File: config.mk
export PLATFORM = sky130hd
export DESIGN_NAME = oat_ctrl
export DESIGN_NICKNAME = d
export VERILOG_FILES = /design/src/hw/rtl/oat_pkg.sv /design/src/hw/rtl/oat_ctrl.sv
export SDC_FILE = /design/constraint.sdc
export NUM_CORES = 1
export LEC_CHECK = 0
export BUFFER_PORTS_ARGS = -buffer_cell sky130_fd_sc_hd__buf_2
export CELL_PAD_IN_SITES_DETAIL_PLACEMENT = 0
export CELL_PAD_IN_SITES_GLOBAL_PLACEMENT = 2
export CORE_ASPECT_RATIO = 1.1
export CORE_MARGIN = 8
export CORE_UTILIZATION = 36
export DETAILED_ROUTE_END_ITERATION = 6
export PLACE_DENSITY = 0.88
export SLEW_MARGIN = 40
export SYNTH_ARGS = -nofsm -noshare
export SYNTH_HDL_FRONTEND = slang
export SYNTH_SLANG_ARGS = --single-unit
File: constraint.sdc
create_clock -name clk -period 12.4 [get_ports clk]
set_clock_uncertainty 0.1 [all_clocks]
set_input_delay 1.24 -clock clk [delete_from_list [all_inputs] [get_ports clk]]
set_output_delay 1.24 -clock clk [all_outputs]
set_load 0.01 [all_outputs]
File: src/hw/rtl/oat_pkg.sv
package oat_pkg;

  localparam int unsigned EntriesDefault     = 256;
  localparam int unsigned SubcarriersDefault = 64;

  localparam int unsigned LoadW  = 4;
  localparam int unsigned PowerW = 32;
  localparam int unsigned WordW  = LoadW + PowerW;
  localparam int unsigned SumW   = 10;
  localparam int unsigned SymW   = 10;
  localparam int unsigned CountW = 20;
  localparam int unsigned CfgIdxW  = 1;
  localparam int unsigned CfgDataW = 10;

  localparam logic [LoadW-1:0]  LoadReset  = 4'd1;
  localparam logic [PowerW-1:0] PowerReset = 32'h3F80_0000;

  localparam logic FuncWrite = 1'b0;
  localparam logic FuncRead  = 1'b1;

  localparam logic [CfgIdxW-1:0] CfgCoding  = 1'd0;
  localparam logic [CfgIdxW-1:0] CfgSymbols = 1'd1;

  typedef struct packed {
    logic        func;
    logic [7:0]  entry_id;
    logic [5:0]  subcarrier;
    logic [3:0]  bitloading;
    logic [31:0] power_bits;
  } in_item_t;

  typedef struct packed {
    logic [5:0]  sub_index;
    logic [3:0]  load_out;
    logic [31:0] power_out;
    logic [19:0] bit_count;
    logic        last;
  } out_item_t;

  // Bits carried by one subcarrier; in coded mode the value is a modulation mode.
  function automatic logic [LoadW-1:0] load_weight(input logic [LoadW-1:0] v,
                                                   input logic coded);
    logic [LoadW-1:0] w;
    w = v;
    if (coded) begin
      unique case (v)
        4'd1:    w = 4'd1;
        4'd2:    w = 4'd2;
        4'd3:    w = 4'd3;
        4'd4:    w = 4'd4;
        4'd5:    w = 4'd6;
        4'd6:    w = 4'd8;
        4'd7:    w = 4'd9;
        4'd8:    w = 4'd10;
        4'd9:    w = 4'd12;
        default: w = 4'd0;
      endcase
    end
    return w;
  endfunction

endpackage

File: src/hw/rtl/oat_ctrl.sv
module oat_ctrl #(
  parameter int unsigned ENTRIES     = oat_pkg::EntriesDefault,
  parameter int unsigned SUBCARRIERS = oat_pkg::SubcarriersDefault,
  parameter int unsigned ID_W        = $clog2(ENTRIES),
  parameter int unsigned SC_W        = (SUBCARRIERS > 1) ? $clog2(SUBCARRIERS) : 1,
  parameter int unsigned ADDR_W      = ID_W + SC_W
) (
  input  logic                          clk,
  input  logic                          rst_n,
  input  logic                          start,
  input  oat_pkg::in_item_t             in_data,
  output logic                          busy,
  input  logic                          cfg_valid,
  input  logic [oat_pkg::CfgIdxW-1:0]   cfg_index,
  input  logic [oat_pkg::CfgDataW-1:0]  cfg_data,
  output logic                          out_valid,
  output oat_pkg::out_item_t            out_data,
  output logic                          mem_we,
  output logic [ADDR_W-1:0]             mem_waddr,
  output logic [oat_pkg::WordW-1:0]     mem_wdata,
  output logic                          mem_re,
  output logic [ADDR_W-1:0]             mem_raddr,
  input  logic [oat_pkg::WordW-1:0]     mem_rdata
);

  typedef enum logic [1:0] {
    ST_CLEAR,
    ST_IDLE,
    ST_READ,
    ST_DRAIN
  } state_t;

  localparam logic [SC_W-1:0] LastPos = SC_W'(SUBCARRIERS - 1);

  state_t                        state_r;
  logic [ADDR_W-1:0]             clr_addr_r;
  logic [ID_W-1:0]               id_r;
  logic [SC_W-1:0]               pos_r;
  logic                          p1_valid_r;
  logic [SC_W-1:0]               p1_pos_r;
  logic                          p1_last_r;
  logic [oat_pkg::SumW-1:0]      sum_r;
  logic [oat_pkg::SumW-1:0]      sum_nxt;
  logic                          coding_r;
  logic [oat_pkg::SymW-1:0]      symbols_r;
  logic                          out_valid_r;
  oat_pkg::out_item_t            out_data_r;

  logic                          accept;
  logic                          id_ok;
  logic                          sc_ok;
  logic [oat_pkg::LoadW-1:0]     rd_load;
  logic [oat_pkg::PowerW-1:0]    rd_power;
  logic [oat_pkg::CountW-1:0]    product;
  logic [oat_pkg::CountW-1:0]    count;

  assign busy   = (state_r != ST_IDLE);
  assign accept = start && !busy;
  assign id_ok  = ({1'b0, in_data.entry_id} < 9'(ENTRIES));
  assign sc_ok  = ({1'b0, in_data.subcarrier} < 7'(SUBCARRIERS));

  // The clearing sweep and item writes share the single write port.
  always_comb begin
    if (state_r == ST_CLEAR) begin
      mem_we    = 1'b1;
      mem_waddr = clr_addr_r;
      mem_wdata = {oat_pkg::LoadReset, oat_pkg::PowerReset};
    end else begin
      mem_we    = accept && (in_data.func == oat_pkg::FuncWrite) && id_ok && sc_ok;
      mem_waddr = {in_data.entry_id[ID_W-1:0], in_data.subcarrier[SC_W-1:0]};
      mem_wdata = {in_data.bitloading, in_data.power_bits};
    end
  end

  assign mem_re    = (state_r == ST_READ);
  assign mem_raddr = {id_r, pos_r};

  assign rd_load  = mem_rdata[oat_pkg::WordW-1 -: oat_pkg::LoadW];
  assign rd_power = mem_rdata[oat_pkg::PowerW-1:0];

  // Shared accumulate path: one add per subcarrier, the multiply only matters
  // on the final beat of a read.
  assign sum_nxt = sum_r + oat_pkg::SumW'(oat_pkg::load_weight(rd_load, coding_r));
  assign product = oat_pkg::CountW'(sum_nxt) * oat_pkg::CountW'(symbols_r);
  assign count   = coding_r ? (product >> 1) : product;

  always_ff @(posedge clk) begin
    if (!rst_n) begin
      state_r     <= ST_CLEAR;
      clr_addr_r  <= '0;
      pos_r       <= '0;
      p1_valid_r  <= 1'b0;
      sum_r       <= '0;
      coding_r    <= 1'b0;
      symbols_r   <= oat_pkg::SymW'(1);
      out_valid_r <= 1'b0;
    end else begin
      if (cfg_valid) begin
        unique case (cfg_index)
          oat_pkg::CfgCoding:  coding_r  <= cfg_data[0];
          oat_pkg::CfgSymbols: symbols_r <= cfg_data[oat_pkg::SymW-1:0];
          default: ;
        endcase
      end

      p1_valid_r <= (state_r == ST_READ);
      p1_pos_r   <= pos_r;
      p1_last_r  <= (pos_r == LastPos);

      out_valid_r <= p1_valid_r;
      if (p1_valid_r) begin
        sum_r                <= sum_nxt;
        out_data_r.sub_index <= 6'(p1_pos_r);
        out_data_r.load_out  <= rd_load;
        out_data_r.power_out <= rd_power;
        out_data_r.bit_count <= p1_last_r ? count : '0;
        out_data_r.last      <= p1_last_r;
      end

      unique case (state_r)
        ST_CLEAR: begin
          clr_addr_r <= clr_addr_r + 1'b1;
          if (clr_addr_r == '1) begin
            state_r <= ST_IDLE;
          end
        end
        ST_IDLE: begin
          if (accept && (in_data.func == oat_pkg::FuncRead) && id_ok) begin
            id_r    <= in_data.entry_id[ID_W-1:0];
            pos_r   <= '0;
            sum_r   <= '0;
            state_r <= ST_READ;
          end
        end
        ST_READ: begin
          if (pos_r == LastPos) begin
            pos_r   <= '0;
            state_r <= ST_DRAIN;
          end else begin
            pos_r <= pos_r + 1'b1;
          end
        end
        ST_DRAIN: begin
          if (p1_valid_r && p1_last_r) begin
            state_r <= ST_IDLE;
          end
        end
        default: state_r <= ST_IDLE;
      endcase
    end
  end

  assign out_valid = out_valid_r;
  assign out_data  = out_data_r;

endmodule

After elaboration in Yosys (flattened, before gate mapping):

Memories as Yosys holds them, arrays and structs flattened.
Cells that the tools add are included.

* add/sub/neg operators: 3
* multiply operators: 1
* equal/unequal tests: 10
* muxes and demuxes: 16
* bitwise operators: 3
* reductions and logical operators: 14

Operators with widths (number)
* two-way mux 36 bit: 1
* two-way mux 10 bit: 3
* multiplier 10 x 10 -> 20 bit: 1
* two-way mux 19 bit: 1
* adder 14 x 1 -> 14 bit, second input constant: 1
* == test 14 bit, second input constant: 1
* two-way mux 14 bit: 1
* two-way mux 6 bit: 2
* one-hot mux 6 bit (2 select lines): 1
* adder 10 x 4 -> 10 bit: 1
* two-way mux 2 bit: 4
* one-hot mux 2 bit (4 select lines): 1
* AND reduction 2 bit: 4
* adder 6 x 1 -> 6 bit, second input constant: 1
* == test 6 bit, second input constant: 1
* inequality test 2 x 1 -> 1 bit, second input constant: 3
* == test 2 bit, second input constant: 2
* logical AND 1 bit: 4
* two-way mux 4 bit: 1
* inequality test 2 bit, second input constant: 2
* AND reduction 4 bit: 1
* inverter 1 bit: 3
* AND reduction 3 bit: 1
* == test 2 x 1 -> 1 bit, second input constant: 1
* 5 further kinds: 5

* bits in registers: 123
* bits in read-only memories: 64
* input bits: 102
* output and inout bits: 131
* word-level logic and storage cells: 65
* memories kept: 1

Memory list
* (no name shown): words 16, bits a word 4, rd ports 1, clocked after Yosys merged registers in 0, wr ports 0, line oat_pkg.sv:46 `unique case (v)`

Logic depth before layout (Yosys ltp):

Gate-level depths: netlist of run 1.

* word-level depth: 6
* gate-level depth with buffers: 29
* gate-level depth less buffers: 28

Worst setup path before layout of run 1:

No wires, ideal clock.

* path type: input-to-reg
* start: input port mem_rdata[34] in the netlist's numbering
* end: register out_data_r, in the netlist out_data[12] (data pin)
* setup time: 272 ps
* arrival: 7237 ps
* data required time: 12028 ps
* setup slack: 4791 ps
* stages: 28
* path buffers: 0
* cell sequence: nor2b_1 o21ai_0 and2_1 ha_1 inv_1 fa_1 nor2b_1 o21ai_1 a21oi_2 xor2_1 nand2_1 fa_1 inv_1 fa_1 inv_1 fa_1 inv_1 fa_1 inv_1 fa_1 inv_1 ha_1 or3_1 a21oi_2 a21oi_1 a31oi_1 xor2_1 o221ai_1

* cells in the longest elaborated chain, start to end: 5

RTL lines
* start: declaration: line oat_ctrl.sv:23 `input logic [oat_pkg::WordW-1:0] mem_rdata`
* memory (16 x 4 bit)
* two-way mux 4 bit (*): line oat_pkg.sv:45 `if (coded) begin`
* adder 10 x 4 -> 10 bit (*): line oat_ctrl.sv:83 `assign sum_nxt = sum_r + oat_pkg::SumW'(oat_pkg::load_weight(rd_load, coding_r));`
* multiplier 10 x 10 -> 20 bit (*): line oat_ctrl.sv:84 `assign product = oat_pkg::CountW'(sum_nxt) * oat_pkg::CountW'(symbols_r);`
* two-way mux 19 bit (*): line oat_ctrl.sv:85 `assign count = coding_r ? (product >> 1) : product;`
* end: declaration: line oat_ctrl.sv:47 `oat_pkg::out_item_t out_data_r;`

Mark *: on every way between the ends. The rest lies on a longest branch, timed or not.
A chain may end at the register's enable or synchronous reset.

Final worst setup path of run 1:

* start: input port mem_rdata[34] in the netlist's numbering
* end: register out_data_r, in the netlist out_data[16] (data pin)

The elaborated chain is that of the path after synthesis.

==> flow_summary.json, run 1 <==
{
  "ys_warn_count": 0,
  "clock_latency_ps": 430,
  "ir_drop_mv": 0.0799,
  "synth_area_um2": 8790,
  "drt_iter0_drc": 298,
  "core_area_um2": 24200,
  "r2r_slack_ps": 4660,
  "max_freq_ghz": 0.126,
  "ys.flop_type": "edfxtp_1",
  "ios": 233,
  "layout_commonest_cell": "buf_2",
  "hold-worst-slack_ps": 324,
  "grt_max_degree": 64,
  "fin_util_pct": 44.9,
  "arrival_ps": 8010,
  "fin_cells": 1411,
  "cellLeakagePower_nw": 5.12,
  "drive_gt1_share_pct": 28.0,
  "wl_per_cell_um": 16.4,
  "r2r-start": "coding_r$_SDFFE_PN0P_",
  "min_from": "p1_pos_r[5]$_DFFE_PP_",
  "endpoint_kind": "register",
  "syn-num-nets": 1098,
  "cp_num_buf_inv": 5,
  "cts_hold_buffers": 0,
  "setup_viol": 0,
  "dieArea_um2": 29700,
  "htree_num_levels": 4,
  "critPathMaxStageDelay_ps": 620,
  "drtPass1Iterations": 4,
  "layout_common_cells": "232 x buf_2, 107 x nand2_1, 78 x inv_1, 78 x edfxtp_1, 66 x ha_1",
  "dp_hpwl_um": 18100,
  "min_path_cells": 0,
  "ant_nets": 0,
  "cts_made_buffers": 17,
  "p_per_area_nw_per_um2": 94.8,
  "slew_violations": 0,
  "hold_end": "out_data[62]$_DFFE_PP_",
  "worstMarginPinSlew_ps": 782,
  "path_max_fanout": 10,
  "finalHoldViolCount": 0,
  "fillerInstances": 2354,
  "grt.total_usage_pct": 15.5,
  "start_kind": "primary input",
  "synth.avg_cell_area_um2": 10.2,
  "antenna_found_initial": 3,
  "die_h_um": 180,
  "rsz0062_at_grt": "false",
  "cts.clk_slew.worst_paths_ps": 60,
  "place_inst": 1378,
  "hold_path.class": "reg -> reg",
  "post_cts_buffers": 0,
  "cp_top_family": "adder cells",
  "cts_tree": "done",
  "worstRegToRegCells": 26,
  "cpMaxStageDelayCell": "xor2_1",
  "seq_area_frac_synth_pct": 36.9,
  "remaining_drc_errors": 0,
  "required_ps": 12460,
  "fin_nets": 1320,
  "max_slew_margin_pct": 47.7,
  "cts_buffer_depth": 2,
  "cts_resized": 0,
  "grt_pass1_vias": 7269,
  "grt_overflow": 0,
  "start_util_pct": 36.3,
  "finalPower_mw": 1.03,
  "yosysUniqueCellTypes": 62,
  "drt-vias-per-instance": 4.88,
  "min_period_over_period_pct": 64.1,
  "syn_to_final_growth_pct": 23.7,
  "async_reset_ff_share_pct": 0,
  "antennaDiodeCount": 0,
  "finalWeightedCongestion": 0.817,
  "reg2reg_to": "out_data[12]$_SDFFCE_PN0P_",
  "cts_root_buf": "clkbuf_16",
  "rows": 60,
  "cts_num_sinks": 123,
  "io_buffers": 232,
  "maxCapViolations": 0,
  "fin_tns_setup_ps": 0,
  "crit_type": "in -> reg",
  "die_w_um": 165,
  "grt_pass1_wl_um": 36700,
  "cpMostUsedCell": "fa_1",
  "synth-seq-cells": 123,
  "outcome": "finished clean",
  "vias": 6890,
  "timing.final.crit_period_ps": 7950,
  "syn_inst": 866,
  "synth_edf_count": 78,
  "drt_wl_total_um": 23100
}
-- worst max path at each step --
| stage | from | endpoint | slack, ps | cells after the start |
|---|---|---|---|---|
| finish | mem_rdata[34] | out_data[16]$_SDFFCE_PN0P_ | 4450 | 26 |
| global placement | mem_rdata[34] | out_data[12]$_SDFFCE_PN0P_ | 4160 | 29 |
| detailed placement | mem_rdata[34] | out_data[16]$_SDFFCE_PN0P_ | 4020 | 26 |
| global route | mem_rdata[34] | out_data[15]$_SDFFCE_PN0P_ | 3980 | 29 |
| floorplan | mem_rdata[34] | out_data[12]$_SDFFCE_PN0P_ | 4790 | 28 |
| CTS | mem_rdata[34] | out_data[16]$_SDFFCE_PN0P_ | 4470 | 26 |
-- power by group --
group	internal [mW]	leakage, nW	switching (mW)
Sequential	0.437	1.08	0.00878
Combinational	0.0368	3.75	0.0416
Clock	0.288	0.289	0.220
-- routing by layer --
| metal | wire [um] | part of all wire (%) | global-route usage, % | up-vias |
|---|---|---|---|---|
| met5 | 34 | 0.15 | 0 | - |
| met4 | 437 | 1.9 | 4.62 | 6 |
| met3 | 1750 | 7.6 | 5.69 | 28 |
| met2 | 11500 | 50 | 27.0 | 223 |
| met1 | 9380 | 41 | 17.1 | 3287 |
| li1 | - | - | - | 3346 |
-- stage by stage --
stage	area (um2)	setup slack (ps)
after floorplan	8790	4790
after global placement	10300	4160
after detailed placement	10300	4020
after CTS	10900	4470
after global routing	10900	3980
final	10900	4450
-- flip-flops by register name, summed over array words and instances, names as in the netlist --
| name | count |
|---|---|
| clr_addr_r | 14 |
| coding_r | 1 |
| id_r | 8 |
| out_data | 63 |
| out_valid | 1 |
| p1_last_r | 1 |
| p1_pos_r | 6 |
| p1_valid_r | 1 |
| pos_r | 6 |
| state_r | 2 |
| sum_r | 10 |
| symbols_r | 10 |
-- cells in the mapped netlist (2+ instances only) --
| library cell | count | area (um2) |
|---|---|---|
| or2_2 | 8 | 50.1 |
| inv_1 | 78 | 293 |
| o2111ai_1 | 2 | 17.5 |
| mux2_2 | 14 | 158 |
| nor3_1 | 4 | 20.0 |
| a21o_1 | 10 | 75.1 |
| nand2_1 | 107 | 402 |
| nand3_1 | 16 | 80.1 |
| o21ai_0 | 21 | 105 |
| xor2_1 | 22 | 193 |
| clkbuf_1 | 29 | 109 |
| dfxtp_1 | 45 | 901 |
| a21oi_2 | 3 | 26.3 |
| a21oi_1 | 34 | 170 |
| xnor2_1 | 14 | 123 |
| mux2i_1 | 12 | 120 |
| nand4_1 | 12 | 75.1 |
| a211oi_2 | 2 | 25.0 |
| nand2b_1 | 8 | 50.1 |
| and3_1 | 6 | 37.5 |
| nor2_1 | 41 | 154 |
| edfxtp_1 | 78 | 2340 |
| nand3b_1 | 4 | 30.0 |
| nor2b_1 | 48 | 300 |
| o32ai_1 | 2 | 17.5 |
| and2_1 | 58 | 363 |
| buf_1 | 3 | 11.3 |
| a211oi_1 | 5 | 37.5 |
| o22ai_1 | 2 | 12.5 |
| a21boi_0 | 3 | 22.5 |
| or3_1 | 9 | 56.3 |
| o21a_1 | 4 | 30.0 |
| o21bai_1 | 4 | 30.0 |
| ha_1 | 67 | 838 |
| fa_1 | 63 | 1260 |
| nor4_1 | 2 | 12.5 |
-- cell type report --
type | instances | area [um2] | share of cell area [%]
multi-input cells | 630 | 5140 | 47.2
flip-flops and latches | 123 | 3240 | 29.8
repair buffers | 238 | 1220 | 11.2
clock buffers | 17 | 425 | 3.91
well taps | 310 | 388 | 3.56
inverters | 78 | 293 | 2.69
clock inverters | 15 | 173 | 1.59
-- kinds of logic after synthesis --
| family | synth area share, % |
|---|---|
| simple gates | 19.1 |
| fa+ha+maj | 23.9 |
| flops | 36.9 |
| buf+inv | 4.89 |
| compound gates | 8.34 |
| xor+xnor | 3.77 |
| mux | 3.16 |
No activity file was read; power rests on OpenSTA's default activity.
==> run 2: changes to the inputs <==
Settings changed: CORE_UTILIZATION 36 to 33, PLACE_DENSITY 0.88 to 0.82.
Clock period 12.4 ns to 8.1 ns, I/O delays scaled along.
==> flow_summary.json, run 2 (synthesized netlist as in run 1, its figures left out) <==
{
  "fillerInstances": 2610,
  "antenna_found_initial": 4,
  "cts_buffer_depth": 2,
  "min_from": "p1_pos_r[2]$_DFFE_PP_",
  "cts_hold_buffers": 0,
  "slew_violations": 0,
  "layout_common_cells": "232 x buf_2, 107 x nand2_1, 78 x inv_1, 78 x edfxtp_1, 66 x ha_1",
  "place_inst": 1428,
  "fin_nets": 1327,
  "htree_num_levels": 4,
  "cts_tree": "done",
  "die_w_um": 172,
  "arrival_ps": 7240,
  "finalHoldViolCount": 0,
  "worstRegToRegCells": 28,
  "r2r-start": "coding_r$_SDFFE_PN0P_",
  "remaining_drc_errors": 0,
  "r2r_slack_ps": 970,
  "die_h_um": 187,
  "layout.area.seq_um2": 3240,
  "grt_pass1_wl_um": 36700,
  "p_comb_share_pct": 7.8,
  "min_path_cells": 0,
  "maxCapViolations": 0,
  "cts_made_buffers": 17,
  "cpMaxStageDelayCell": "fa_1",
  "cts.clk_slew.worst_paths_ps": 60,
  "path_max_fanout": 10,
  "grt_max_degree": 64,
  "ant_nets": 0,
  "fin_cells": 1460,
  "multi_input_area_um2": 5150,
  "grt.total_usage_pct": 14.3,
  "switching_share_pct": 26.1,
  "drt_iter0_drc": 286,
  "hold_end": "out_data[59]$_DFFE_PP_",
  "drt-vias-per-instance": 4.71,
  "max_freq_ghz": 0.139,
  "vias": 6883,
  "core_area_um2": 26100,
  "ios": 233,
  "largest_reg_flops": 63,
  "postPlaceCellArea_um2": 10400,
  "crit_type": "in -> reg",
  "post_cts_buffers": 0,
  "drive_gt1_share_pct": 28.4,
  "min_period_over_period_pct": 88.9,
  "clock_latency_ps": 420,
  "internal_power_mw": 1.17,
  "dieArea_um2": 32100,
  "reg2reg_to": "out_data[18]$_SDFFCE_PN0P_",
  "cts_root_buf": "clkbuf_16",
  "final_area_um2": 11000,
  "rows": 62,
  "ir_drop_mv": 0.104,
  "max_slew_margin_pct": 52.2,
  "hold_path.class": "reg -> reg",
  "cts_num_sinks": 123,
  "outcome": "finished clean",
  "critPathMaxStageDelay_ps": 530,
  "hold-worst-slack_ps": 321,
  "finalWeightedCongestion": 0.816,
  "p_sw_mw": 0.411,
  "cellLeakagePower_nw": 5.16,
  "dp_hpwl_um": 18400,
  "wl_per_cell_um": 15.7,
  "pwr-share-seq_pct": 43.1,
  "grt_overflow": 0,
  "antennaDiodeCount": 0,
  "fin_tns_setup_ps": 0,
  "timing.final.crit_period_ps": 7200,
  "worstMarginPinSlew_ps": 717,
  "cts_resized": 0,
  "p_clk_share_pct": 49.1,
  "required_ps": 8140,
  "drtPass1Iterations": 4,
  "p_per_area_nw_per_um2": 144,
  "syn_to_final_growth_pct": 24.9,
  "start_util_pct": 33.6,
  "start_kind": "primary input",
  "setup_viol": 0,
  "layout_commonest_cell": "buf_2",
  "grt_pass1_vias": 7457,
  "io_buffers": 232,
  "rsz0062_at_grt": "false",
  "endpoint_kind": "register",
  "drt_wl_total_um": 22900
}
-- run 2: cell count changes in the layout (fill, tap and decap cells not counted) --
cell	change
clkinv_4	-1
buf_6	+1
dfxtp_2	-1
xnor2_2	+1
inv_8	-1
buf_4	+7
inv_6	+2
xnor2_1	-1
buf_12	-1
dfxtp_1	+1
-- run 2: layout make-up --
| type | instances | area share [%] |
|---|---|---|
| Inverter | 78 | 2.67 |
| Clock buffer | 17 | 3.87 |
| Multi-Input combinational cell | 630 | 46.9 |
| Sequential cell | 123 | 29.5 |
| Timing Repair Buffer | 245 | 11.5 |
| Clock inverter | 15 | 1.55 |
| Tap cell | 352 | 4.01 |
-- run 2: worst max path at each step --
stage	cells past startpoint	endpoint	start
after global placement	30	out_data[14]$_SDFFCE_PN0P_	mem_rdata[34]
after global routing	30	out_data[16]$_SDFFCE_PN0P_	mem_rdata[34]
after floorplan	28	out_data[12]$_SDFFCE_PN0P_	mem_rdata[34]
after detailed placement	30	out_data[18]$_SDFFCE_PN0P_	mem_rdata[34]
final	30	out_data[18]$_SDFFCE_PN0P_	mem_rdata[34]
after CTS	30	out_data[18]$_SDFFCE_PN0P_	mem_rdata[34]
-- run 2: power groups by stage --
stage | clock network, mW | registers, mW | logic (mW)
2_1_floorplan | 0 | 0.685 | 0.0794
3_3_place_gp | 0 | 0.694 | 0.124
3_5_place_dp | 0 | 0.694 | 0.126
4_1_cts | 0.797 | 0.680 | 0.127
5_1_grt | 0.822 | 0.681 | 0.142
6_report | 0.774 | 0.680 | 0.123
-- run 2: through the flow --
stage                     utilization [%]  setup WS, ps  power (mW)
after floorplan                         -           921       0.764
after global placement               39.6           575       0.818
after detailed placement             39.7           456       0.820
after CTS                            42.0           901        1.60
after global routing                 42.0           360        1.64
final                                42.0           899        1.58
-- run 2: per-layer routing --
layer	track usage, %	vias to the layer above	share of wire, %
met2	25.6	220	50
met1	15.7	3263	41
li1	-	3361	-
met5	0	-	0.12
met3	4.33	33	6.8
met4	5.06	6	1.9
-- run 2: worst max-delay path: cells and delay by family --
family                   cells  cell delay, ps
XOR/XNOR                     1             160
adder cells (fa/ha/maj)      8            3370
AND/OR/NAND/NOR              8            1510
buffers and inverters        8             650
AO/OA/AOI/OAI                5             740
